<file path="src/hdl/page_frame_lookup_table_unit_macros.svh">
// ----------------------------------------------------------------------------
// Page frame lookup table assertion macros
// Clocked, reset-qualified assertion wrappers used by the top-level RTL file.
// ----------------------------------------------------------------------------
`ifndef PAGE_FRAME_LOOKUP_TABLE_UNIT_MACROS_SVH
`define PAGE_FRAME_LOOKUP_TABLE_UNIT_MACROS_SVH

`ifndef SYNTHESIS
`define PFLT_ASSERT(label, prop, msg) \
  label: assert property (@(posedge clk_i) disable iff (!rst_ni) (prop)) else $error(msg);
`define PFLT_ASSERT_NEVER(label, cond, msg) \
  label: assert property (@(posedge clk_i) disable iff (!rst_ni) !(cond)) else $error(msg);
`else
`define PFLT_ASSERT(label, prop, msg)
`define PFLT_ASSERT_NEVER(label, cond, msg)
`endif

`endif

</file>
<file path="src/hdl/pflt_pkg.sv">
// ----------------------------------------------------------------------------
// Page frame lookup table package
// Field widths, command and status codes, and the words passed between cells.
// ----------------------------------------------------------------------------
`default_nettype none

package pflt_pkg;

  localparam int unsigned PfltEntries = 64;
  localparam int unsigned CmdW        = 2;
  localparam int unsigned FileW       = 16;
  localparam int unsigned PageW       = 31;
  localparam int unsigned SlotW       = 10;
  localparam int unsigned StatusW     = 2;

  typedef enum logic [CmdW-1:0] {
    CmdSearch = 2'd0,
    CmdInsert = 2'd1,
    CmdRemove = 2'd2
  } pflt_cmd_e;

  typedef enum logic [StatusW-1:0] {
    StsOk       = 2'd0,
    StsNotFound = 2'd1,
    StsPresent  = 2'd2,
    StsFull     = 2'd3
  } pflt_status_e;

  typedef struct packed {
    logic [CmdW-1:0]  cmd;
    logic [FileW-1:0] file;
    logic [PageW-1:0] page;
    logic [SlotW-1:0] slot;
  } pflt_req_t;

  typedef struct packed {
    logic             active;
    logic             hit;
    logic             claimed;
    logic [SlotW-1:0] slot;
  } pflt_tok_t;

  typedef struct packed {
    logic fire;
    logic abort;
  } pflt_cmt_t;

  typedef struct packed {
    logic valid;
    logic tent;
  } pflt_stat_t;

endpackage

`default_nettype wire

</file>
<file path="src/hdl/pflt_cell.sv">
// ----------------------------------------------------------------------------
// Page frame lookup table cell
// One table entry; compares the broadcast key as the token passes and hands
// the token on to the next cell.
// ----------------------------------------------------------------------------
`default_nettype none

module pflt_cell import pflt_pkg::*; (
  input  logic       clk_i,
  input  logic       rst_ni,
  input  pflt_req_t  req_i,
  input  pflt_cmt_t  cmt_i,
  input  pflt_tok_t  tok_i,
  output pflt_tok_t  tok_o,
  output pflt_stat_t stat_o
);

  logic             valid_q, valid_d;
  logic             tent_q, tent_d;
  logic [FileW-1:0] file_q;
  logic [PageW-1:0] page_q;
  logic [SlotW-1:0] slot_q;
  pflt_tok_t        tok_q, tok_d;
  logic             match;
  logic             wr;

  assign match = valid_q && (req_i.file == file_q) && (req_i.page == page_q);

  always_comb begin
    valid_d = valid_q;
    tent_d  = tent_q;
    wr      = 1'b0;
    tok_d   = tok_i;
    if (tok_i.active) begin
      if (match) begin
        tok_d.hit  = 1'b1;
        tok_d.slot = slot_q;
      end
      if ((req_i.cmd == CmdInsert) && !valid_q && !tok_i.claimed && !tok_i.hit) begin
        wr            = 1'b1;
        valid_d       = 1'b1;
        tent_d        = 1'b1;
        tok_d.claimed = 1'b1;
      end
      if ((req_i.cmd == CmdRemove) && match) begin
        valid_d = 1'b0;
      end
    end
    if (cmt_i.fire) begin
      tent_d = 1'b0;
      if (cmt_i.abort && tent_q) begin
        valid_d = 1'b0;
      end
    end
  end

  always_ff @(posedge clk_i or negedge rst_ni) begin
    if (!rst_ni) begin
      valid_q <= 1'b0;
      tent_q  <= 1'b0;
      tok_q   <= '0;
    end else begin
      valid_q <= valid_d;
      tent_q  <= tent_d;
      tok_q   <= tok_d;
    end
  end

  always_ff @(posedge clk_i) begin
    if (wr) begin
      file_q <= req_i.file;
      page_q <= req_i.page;
      slot_q <= req_i.slot;
    end
  end

  assign tok_o        = tok_q;
  assign stat_o.valid = valid_q;
  assign stat_o.tent  = tent_q;

endmodule

`default_nettype wire

</file>
<file path="config.mk">
export PLATFORM = sky130hd
export DESIGN_NAME = pflt_cell
export DESIGN_NICKNAME = d
export VERILOG_FILES = /design/src/hdl/page_frame_lookup_table_unit_macros.svh /design/src/hdl/pflt_pkg.sv /design/src/hdl/pflt_cell.sv
export SDC_FILE = /design/constraint.sdc
export NUM_CORES = 1
export LEC_CHECK = 0
export BUFFER_PORTS_ARGS = -buffer_cell sky130_fd_sc_hd__buf_2
export CAP_MARGIN = 40
export CORE_UTILIZATION = 50
export CTS_CLUSTER_SIZE = 12
export DETAILED_ROUTE_END_ITERATION = 6
export PLACE_DENSITY_LB_ADDON = 0.1
export SYNTH_ARGS = -nofsm -noshare
export SYNTH_HDL_FRONTEND = slang
export SYNTH_SLANG_ARGS = --single-unit
</file>
<file path="constraint.sdc">
create_clock -name clk_i -period 8.15 [get_ports clk_i]
set_clock_uncertainty 0.2 [all_clocks]
set_input_delay 1.2225 -clock clk_i [delete_from_list [all_inputs] [get_ports clk_i]]
set_output_delay 1.2225 -clock clk_i [all_outputs]
set_load 0.005 [all_outputs]
</file>
==> key figures, run 1 <==
Detailed routing
  • # DRC: 0
  • Antenna Nets Post-Route: 0
  • Via-per-instance ratio: between 4 and 5
  • Initial DRC count: just over 90
  • M1 WL: 2120 um
  • WL met2: 2270 um
  • Routed length per instance: 14.1 um
  • Routed wl met3: 380 um
  • DR pass1 iterations: 5
  • Overall routed net length: slightly below 5000 um
  • Top layer in use: met4
  • Routed vias: approximately 1.7k

STA
  • Final setup viols: 0
  • Worst rel slew slack: a little under three fifths
  • Hold WS: ~0.28 ns
  • Minimum clock period: between 3 and 4 ns
  • Fmax: ~0.30 GHz
  • Hold Vio Cnt, Final: 0
  • RSZ-0062 raised after global routing: false
  • Worst-Margin Slew: around 0.64 ns
  • Max-slew violation count: 0
  • Final Cycle Share: about two fifths
  • Setup_tns: 0 ns

Layout
  • Syn-to-layout area delta: 27.3%
  • Filler instances: just over 400
  • Post-route insts no fill: 343
  • Layout cells sized above 1: 47.6%
  • Antenna cells: 0
  • NumNets Final: roughly 340

Run status
  • Status: complete, no violations

Clock network
  • Clock Latency Late Sink: about 0.34 ns
  • Clock transition at path regs: approximately 0.07 ns
  • Hold Buf Count CTS: 0
  • Htree depth: 3
  • Post-CTS sizing: 0
  • Setup Buffers After CTS: 0
  • CTS sink count: slightly above 70
  • CTS tree: yes
  • Clock Tree Buf Depth: 2
  • Clk root buf: clkbuf_8
  • Inserted Clock Buffers: 9

Yosys
  • Cell area after synthesis: ~3000 sq um
  • Post-synth cell types: 26
  • Post-Synthesis Cells: around 170
  • Post-Synthesis Mean Instance Area: roughly 18 sq um
  • Ys Warns: 0
  • Syn_nets: approximately 240
  • Sequential cell area fraction in the yosys report: a little under three quarters
  • Seq cells post-synth: 72

Power
  • LEAKAGE: between 1.5 and 2 nW
  • Maximum VDD drop: between 0.1 and 0.15 mV
  • Cell Pwr Density: 217 nW/um^2

Floorplan
  • Core Region: about 5600 sq um
  • Num rows: 27
  • Die width: 78.4 um
  • DIE AREA: between 6000 and 7000 sq um
  • # IOs: approximately 90
  • Die H: between 70 and 80 um
  • Initial Util: 52.3%

GRT
  • Overall routing resource usage: between 15 and 20%
  • Vias in the first global route: approximately 1.7k
  • Initial antenna violation count: 0
  • Largest net degree at the start of global routing: between 40 and 50
  • First-pass GRT wire length: ~7600 um
  • Grt total ovfl: 0

Setup path
  • Type of the worst setup path: in2reg
  • R2r startpoint: valid_q$_DFF_PN0_
  • Worst reg-to-reg setup slack: roughly 5.3 ns
  • R2r endpoint: page_q[6]$_DFFE_PP_
  • Startpoint Class: input pin
  • Data arrival, critical path: just over 3 ns
  • CP Capture Type: register
  • Critical Path RT: just under 8 ns
  • Crit path to: page_q[6]$_DFFE_PP_
  • FF-to-FF path depth: 3
  • Max Fanout on Critical Path: 44
  • Crit. Startpoint: tok_i[11]

Place
  • RePlAce Congestion: between 0.7 and 0.8
  • Hpwl dp: 3530 um
  • IO Port Bufs: 90
  • Placed Cells: 327

Flow run
  • Max Cap Violations: 0

Min path
  • Worst Hold Class: reg2reg
## how the worst min path moves through the flow
stage / startpoint / to / slack (ns) / cells past startpoint
final: slot_q[0]$_DFFE_PP_ / tok_o[0]$_DFF_PN0_ / 0.28 / 1
after detailed placement: slot_q[0]$_DFFE_PP_ / tok_o[0]$_DFF_PN0_ / 0.26 / 1
after floorplan: slot_q[0]$_DFFE_PP_ / tok_o[0]$_DFF_PN0_ / 0.25 / 1
after global routing: slot_q[2]$_DFFE_PP_ / tok_o[2]$_DFF_PN0_ / 0.30 / 1
after global placement: slot_q[5]$_DFFE_PP_ / tok_o[5]$_DFF_PN0_ / 0.26 / 1
after CTS: slot_q[0]$_DFFE_PP_ / tok_o[0]$_DFF_PN0_ / 0.28 / 1
## synth_stat cells
cell	count	share of area [%]
edfxtp_1	57	59
xor2_1	36	11
dfrtp_1	15	13
nor4_1	9	1.9
mux2_4	8	4.1
inv_1	6	0.77
nand4_1	4	0.86
xnor2_1	4	1.2
nor2b_1	3	0.64
a2111oi_4	2	1.9
buf_4	2	0.51
mux2_2	2	0.77
nor2_1	2	0.26
o221a_2	2	0.77
or2_2	2	0.43
a222oi_1	1	0.34
a31oi_1	1	0.21
buf_6	1	0.39
nand2_1	1	0.13
nand3_1	1	0.17
nor2b_2	1	0.30
nor2b_4	1	0.47
nor3_1	1	0.17
nor4_4	1	0.73
o21ai_0	1	0.17
or4b_2	1	0.34
## flip-flops by register name (all words and copies together), names as in the netlist
signal,cells
file_q,16
page_q,31
slot_q,10
tent_q,1
tok_o,13
valid_q,1
## report_power, final
part | internal (mW) | switching, mW
clock | 0.212 | 0.130
sequential | 0.405 | 0.00406
combinational | 0.0290 | 0.0244
total | 0.646 | 0.158
## cell families after synthesis
logic type | synth area share (%)
mux | 4.89
buf+inv | 1.67
xor+xnor | 12.0
simple gates | 6.44
compound gates | 3.39
flops | 71.6
## layout by cell type, fill, tap and decap left out, drive strengths merged
cell / Yosys / routed
or4b: 1 / 1
bufinv: 0 / 3
nand3: 1 / 1
mux2: 10 / 10
dfrtp: 15 / 15
a2111oi: 2 / 2
clkbuf: 0 / 11
nor2: 2 / 2
xnor2: 4 / 4
or2: 2 / 2
nor3: 1 / 1
clkinvlp: 0 / 2
nor2b: 5 / 5
edfxtp: 57 / 57
buf: 3 / 93
a31oi: 1 / 1
xor2: 36 / 36
inv: 6 / 6
o221a: 2 / 2
a222oi: 1 / 1
nand2: 1 / 1
o21ai: 1 / 1
nor4: 10 / 10
nand4: 4 / 4
## final cells by class
cell class / instances / area, sq um / area share, %
clock inverters: 5 / 105 / 2.83
inverters: 6 / 22.5 / 0.607
multi-input cells: 84 / 785 / 21.1
well taps: 72 / 90.1 / 2.43
clock buffers: 11 / 141 / 3.81
repair buffers: 93 / 480 / 12.9
flip-flops and latches: 72 / 2090 / 56.2
## per-stage QoR
| stage | cell area [sq um] | util (%) | total power [mW] | worst slack, ns |
|---|---|---|---|---|
| global placement | 3440 | 61.8 | 0.470 | 4.07 |
| CTS | 3710 | 66.6 | 0.810 | 4.84 |
| finish | 3710 | 66.6 | 0.804 | 4.83 |
| global route | 3710 | 66.6 | 0.830 | 4.74 |
| detailed placement | 3460 | 62.2 | 0.472 | 4.48 |
| floorplan | 2920 | - | 0.441 | 1.46 |
## layer usage
| metal | GRT usage (%) | up-vias |
|---|---|---|
| met5 | 0 | - |
| met4 | 8.89 | 0 |
| met3 | 6.74 | 8 |
| met2 | 25.4 | 64 |
| met1 | 22.4 | 782 |
| li1 | - | 816 |
## critical path, cell delays in order
cell and delay (ns):
buf_2 0.10, or4b_2 0.64, nor3_2 0.51, buf_4 0.59
No activity file was read; power rests on OpenSTA's default activity.
==> run 2, diff against run 1 <==
Settings changed: ABC_AREA set to 1, CORE_UTILIZATION 50 to 47.
Clock period 8.15 ns to 2.7 ns, I/O delays scaled along.
==> key figures, run 2 <==
Run status
  • Status: complete, no violations

Floorplan
  • Core Region: about 6500 sq um
  • Die width: about 85 um
  • DIE AREA: between 7000 and 8000 sq um
  • Num rows: 29
  • # IOs: around 90
  • Die H: 85.0 um
  • Initial Util: 49.9%

STA
  • Hold Vio Cnt, Final: 0
  • Worst rel slew slack: 65.9%
  • Hold WS: approximately 0.034 ns
  • RSZ-0062 raised after global routing: false
  • Final setup viols: 0
  • Max-slew violation count: 0
  • Final Cycle Share: a little under nine tenths
  • Worst-Margin Slew: 0.511 ns
  • Setup_tns: 0 ns
  • Minimum clock period: about 2.3 ns
  • Fmax: approximately 0.43 GHz

Yosys
  • Sequential cell area fraction in the yosys report: ~64%
  • Seq cells post-synth: a little over 70
  • Asr flop ratio synth: between 20% and 30%
  • Post-Synthesis Mean Instance Area: 9.45 sq um
  • EDFF count, synth: 57
  • Syn_nets: 419
  • Largest cells by area after synthesis: edfxtp_1 53%, nand2_1 15%, dfrtp_1 12%
  • Area share of the largest cell type after synthesis: between 50% and 60%
  • Ys Warns: 0
  • Post-Synthesis Cells: 343
  • Post-synth cell types: 20
  • Cell taking the most area after synthesis: edfxtp_1
  • Main synth FF type: edfxtp_1
  • Cell area after synthesis: 3240 sq um
  • Leading cell types by count after synthesis: 127 x nand2_1, 68 x inv_1, 57 x edfxtp_1, 30 x nor2_1, 15 x dfrtp_1
  • Most frequent cell after synthesis: nand2_1

Min path
  • HP Start: req_i[2]
  • Worst Hold Class: in2reg
  • WHS Path Cells: 1
  • Endpoint, Worst Hold: slot_q[2]$_DFFE_PP_

Layout
  • Largest register FFs: 31
  • Post-route insts no fill: ~530
  • Antenna cells: 0
  • NumNets Final: between 500 and 600
  • Syn-to-layout area delta: 23.1%
  • Most common library cell in the layout ignoring fill and taps: nand2_1
  • Commonest cells after routing, fill and taps aside: 127 x nand2_1, 90 x buf_2, 67 x inv_1
  • Layout cells sized above 1: roughly a quarter
  • Most flop-heavy register: page_q

Detailed routing
  • DR pass1 iterations: 4
  • Antenna Nets Post-Route: 0
  • Overall routed net length: a little under 6000 um
  • Initial DRC count: around 70
  • Routed length per instance: 11.1 um
  • Via-per-instance ratio: around 4.5
  • Routed vias: between 2k and 2.5k
  • # DRC: 0

GRT
  • Initial antenna violation count: 0
  • First-pass GRT wire length: between 9000 and 10000 um
  • Grt total ovfl: 0
  • Largest net degree at the start of global routing: 26
  • Overall routing resource usage: between 10% and 20%
  • Vias in the first global route: about 2.2k

Power
  • Maximum VDD drop: roughly 0.30 mV
  • Cell Pwr Density: about 540 nW/um^2
  • LEAKAGE: about 2 nW

Clock network
  • Htree depth: 3
  • CTS sink count: between 70 and 80
  • Post-CTS sizing: 0
  • Clk root buf: clkbuf_8
  • Inserted Clock Buffers: 9
  • Clock Latency Late Sink: around 0.34 ns
  • Clock transition at path regs: roughly 0.08 ns
  • CTS tree: yes
  • Clock Tree Buf Depth: 2

Setup path
  • Max Fanout on Critical Path: 12
  • R2r endpoint: tok_o[6]$_DFF_PN0_
  • CP bufs+invs: 2
  • FF-to-FF path depth: 9
  • CP max stage cell: dlygate4sd3_1
  • Startpoint Class: input pin
  • Critical Path RT: between 2 and 3 ns
  • Worst reg-to-reg setup slack: around 0.69 ns
  • CP Capture Type: register
  • CP top delay family: simple AND/OR/NAND/NOR gates
  • Type of the worst setup path: in2reg
  • Most frequent CP cell: nand2_1
  • R2r startpoint: valid_q$_DFF_PN0_
  • CP max stage delay: 0.52 ns
  • Data arrival, critical path: between 2 and 2.5 ns
  • Cell chain of the critical path: dlygate4sd3_1 -> buf_2 -> nand2_1 -> nor2_1 -> nand3_1 -> nor2_1 -> nand2_1 -> nor2_2 -> nand2_2 -> nand2_1 -> nand2_1

Flow run
  • Max Cap Violations: 0

Place
  • Hpwl dp: 4430 um
  • RePlAce Congestion: around 0.8
  • IO Port Bufs: 90
  • Placed Cells: roughly 510
## run 2: changes by cell type after synthesis, sizes merged, moves of 5 or more
| cell | before | now |
|---|---|---|
| inv | 6 | 68 |
| mux2 | 10 | 0 |
| nand2 | 1 | 128 |
| nand3 | 1 | 12 |
| nor2 | 2 | 32 |
| nor2b | 5 | 0 |
| nor4 | 10 | 1 |
| o21ai | 1 | 7 |
| xnor2 | 4 | 10 |
| xor2 | 36 | 0 |
## run 2: kinds of logic (layout without fill, tap and decap cells)
kind of cell	after synthesis	in the layout	share of synthesized area, %
AO/OA/AOI/OAI	9	9	1.47
flip-flops	72	72	64.4
AND/OR/NAND/NOR	179	179	22.3
XOR/XNOR	10	10	2.70
buffers and inverters	73	178	9.15
## run 2: worst max path at each step
| stage | slack [ns] | end | depth (start not counted) | startpoint |
|---|---|---|---|---|
| floorplan | 0.19 | file_q[0]$_DFFE_PP_ | 5 | req_i[58] |
| global placement | 0.60 | tok_o[5]$_DFF_PN0_ | 10 | tok_i[12] |
| detailed placement | 0.54 | tok_o[4]$_DFF_PN0_ | 10 | tok_i[12] |
| CTS | 0.37 | tok_o[6]$_DFF_PN0_ | 11 | tok_i[12] |
| global route | 0.18 | tok_o[8]$_DFF_PN0_ | 11 | tok_i[12] |
| finish | 0.39 | tok_o[6]$_DFF_PN0_ | 11 | tok_i[12] |
## run 2: repair_timing
action | 4_1_cts | 5_1_grt
endpoints found under the hold margin | 16 | 0
hold buffers | 2 | 0
buffers inserted | 0 | 0
## run 2: cell type report
cell class | count | area [sq um]
Fill cell | 583 | 2510
Sequential cell | 72 | 2090
Tap cell | 77 | 96.3
Clock buffer | 11 | 153
Multi-Input combinational cell | 198 | 857
Inverter | 68 | 255
Timing Repair Buffer | 94 | 510
Clock inverter | 5 | 30.0
## run 2: power by group
part	switching (mW)	internal, mW
clock	0.395	0.387
sequential	0.00730	1.21
combinational	0.0802	0.0804
total	0.483	1.68
## run 2: per-stage QoR
| stage | power (mW) | setup WS (ns) | utilization [%] | cell area, sq um |
|---|---|---|---|---|
| finish | 2.16 | 0.394 | 61.4 | 3990 |
| global route | 2.25 | 0.180 | 61.4 | 3990 |
| detailed placement | 1.41 | 0.544 | 58.3 | 3790 |
| CTS | 2.19 | 0.370 | 61.4 | 3990 |
| global placement | 1.40 | 0.602 | 58.3 | 3790 |
| floorplan | 1.31 | 0.191 | - | 3240 |
## run 2: metal layers
layer	wire length, um	vias to the layer above	global-route usage (%)
li1	-	1250	-
met5	0	-	0
met3	277	10	4.28
met1	2790	1016	22.5
met4	118	0	9.55
met2	2650	61	26.9
==> run 3, diff against run 2 <==
Settings changed: ABC_AREA 1 to not set, CELL_PAD_IN_SITES_DETAIL_PLACEMENT set to 1, CELL_PAD_IN_SITES_GLOBAL_PLACEMENT set to 2, CORE_UTILIZATION 47 to 31.
==> key figures, run 3 (synthesis results as in run 1) <==
Place
  • Hpwl dp: around 4200 um
  • RePlAce Congestion: 0.666
  • IO Port Bufs: 90

Setup path
  • Max Fanout on Critical Path: 12
  • CP max stage delay: between 0.5 and 0.6 ns
  • Critical Path RT: roughly 2.7 ns
  • CP max stage cell: dlygate4sd3_1
  • Startpoint Class: input pin
  • Type of the worst setup path: in2reg
  • CP Capture Type: register
  • Data arrival, critical path: 2.50 ns
  • Cell chain of the critical path: dlygate4sd3_1 -> buf_2 -> nand2_1 -> a2111oi_4 -> nand4_1 -> nor4_4 -> buf_12 -> mux2_2

Floorplan
  • # IOs: approximately 90
  • Die H: slightly below 100 um
  • DIE AREA: 9800 sq um
  • Die width: 99.0 um
  • Initial Util: 31.9%
  • Core Region: approximately 9200 sq um
  • Num rows: 35

Layout
  • Most flop-heavy register: page_q
  • Commonest cells after routing, fill and taps aside: 90 x buf_2, 57 x edfxtp_1, 36 x xor2_1
  • Syn-to-layout area delta: 29.9%
  • Most common library cell in the layout ignoring fill and taps: buf_2
  • Layout cells sized above 1: between 40% and 50%
  • NumNets Final: approximately 350
  • Antenna cells: 0
  • Largest register FFs: 31

Clock network
  • Post-CTS sizing: 0
  • Clock transition at path regs: ~0.070 ns
  • CTS tree: yes
  • Hold Buf Count CTS: 3
  • Clock Latency Late Sink: roughly 0.34 ns
  • CTS sink count: a little over 70
  • Htree depth: 3
  • Clock Tree Buf Depth: 2
  • Setup Buffers After CTS: 0
  • Clk root buf: clkbuf_8
  • Inserted Clock Buffers: 9

STA
  • Hold WS: approximately 0.042 ns
  • Fmax: between 0.4 and 0.5 GHz
  • Minimum clock period: 2.48 ns
  • Max-slew violation count: 0
  • Hold Vio Cnt, Final: 0
  • Final setup viols: 0
  • Final Cycle Share: between 90 and 100%
  • Worst rel slew slack: between 70% and 80%
  • Worst-Margin Slew: about 0.37 ns
  • RSZ-0062 raised after global routing: false

GRT
  • Initial antenna violation count: 0
  • Vias in the first global route: 1836
  • Grt total ovfl: 0
  • Overall routing resource usage: roughly 13%
  • First-pass GRT wire length: 9030 um
  • Largest net degree at the start of global routing: 31

Flow run
  • Max Cap Violations: 0

Detailed routing
  • Antenna Nets Post-Route: 0
  • Via-per-instance ratio: 4.41
  • # DRC: 0
  • Overall routed net length: ~5700 um
  • DR pass1 iterations: 4
  • Routed length per instance: about 15 um
  • Routed vias: about 1.7k
  • Initial DRC count: 18

Run status
  • Status: complete, no violations

Min path
  • Worst Hold Class: in2reg

Power
  • Pwr Total: ~2.2 mW
  • Cell Pwr Density: between 500 and 600 nW/um^2
  • Maximum VDD drop: 0.224 mV
  • LEAKAGE: between 1.5 and 2 nW
## run 3: area by class of cell
cell class	instances	area, sq um
fillers	952	5370
flip-flops and latches	72	2090
multi-input cells	84	795
repair buffers	96	541
clock buffers	12	178
well taps	111	139
clock inverters	4	25.0
inverters	6	22.5
## run 3: worst paths after layout
| check | start | to | slack (ns) | cells after the start |
|---|---|---|---|---|
| min in group asynchronous | rst_ni | tok_o[3]$_DFF_PN0_ | 0.30 | 2 |
| hold / removal | req_i[3] | slot_q[3]$_DFFE_PP_ | 0.04 | 1 |
| setup / recovery | tok_i[12] | tok_o[9]$_DFF_PN0_ | 0.22 | 8 |
| max in group asynchronous | rst_ni | tok_o[11]$_DFF_PN0_ | 1.72 | 2 |
| setup reg to reg | page_q[24]$_DFFE_PP_ | tok_o[9]$_DFF_PN0_ | 0.42 | 6 |
| hold reg to reg | slot_q[6]$_DFFE_PP_ | tok_o[6]$_DFF_PN0_ | 0.28 | 1 |
## run 3: metrics by stage
step	TNS (ns)	instance area [sq um]	utilization [%]	std cells	setup WS (ns)
finish	0	3790	41.4	385	0.217
global placement	0	3550	38.8	366	0.220
CTS	0	3790	41.4	385	0.216
floorplan	-18.57	2930	-	165	-0.410
global route	0	3790	41.4	385	0.109
detailed placement	0	3550	38.8	366	0.242
## run 3: layer usage
metal  part of all wire (%)  up-vias  track usage [%]  routed length (um)
met5                      0        -                0                   0
met4                    1.3        0             6.54                  76
met3                    7.0        6             4.89                 394
met2                     49       58             19.7                2740
met1                     43      815             15.1                2440
li1                       -      817                -                   -
## run 3: report_power, final
part           total (mW)  switching, mW  internal (mW)
clock               0.843          0.400          0.443
sequential           1.23         0.0109           1.22
combinational       0.171         0.0784         0.0923
## run 3: critical path, delay by kind of cell
family,cells,cell delay [ns]
and+or+nand+nor,3,0.65
muxes,1,0.33
AOI/OAI and AO/OA,1,0.26
buffers and inverters,3,0.85
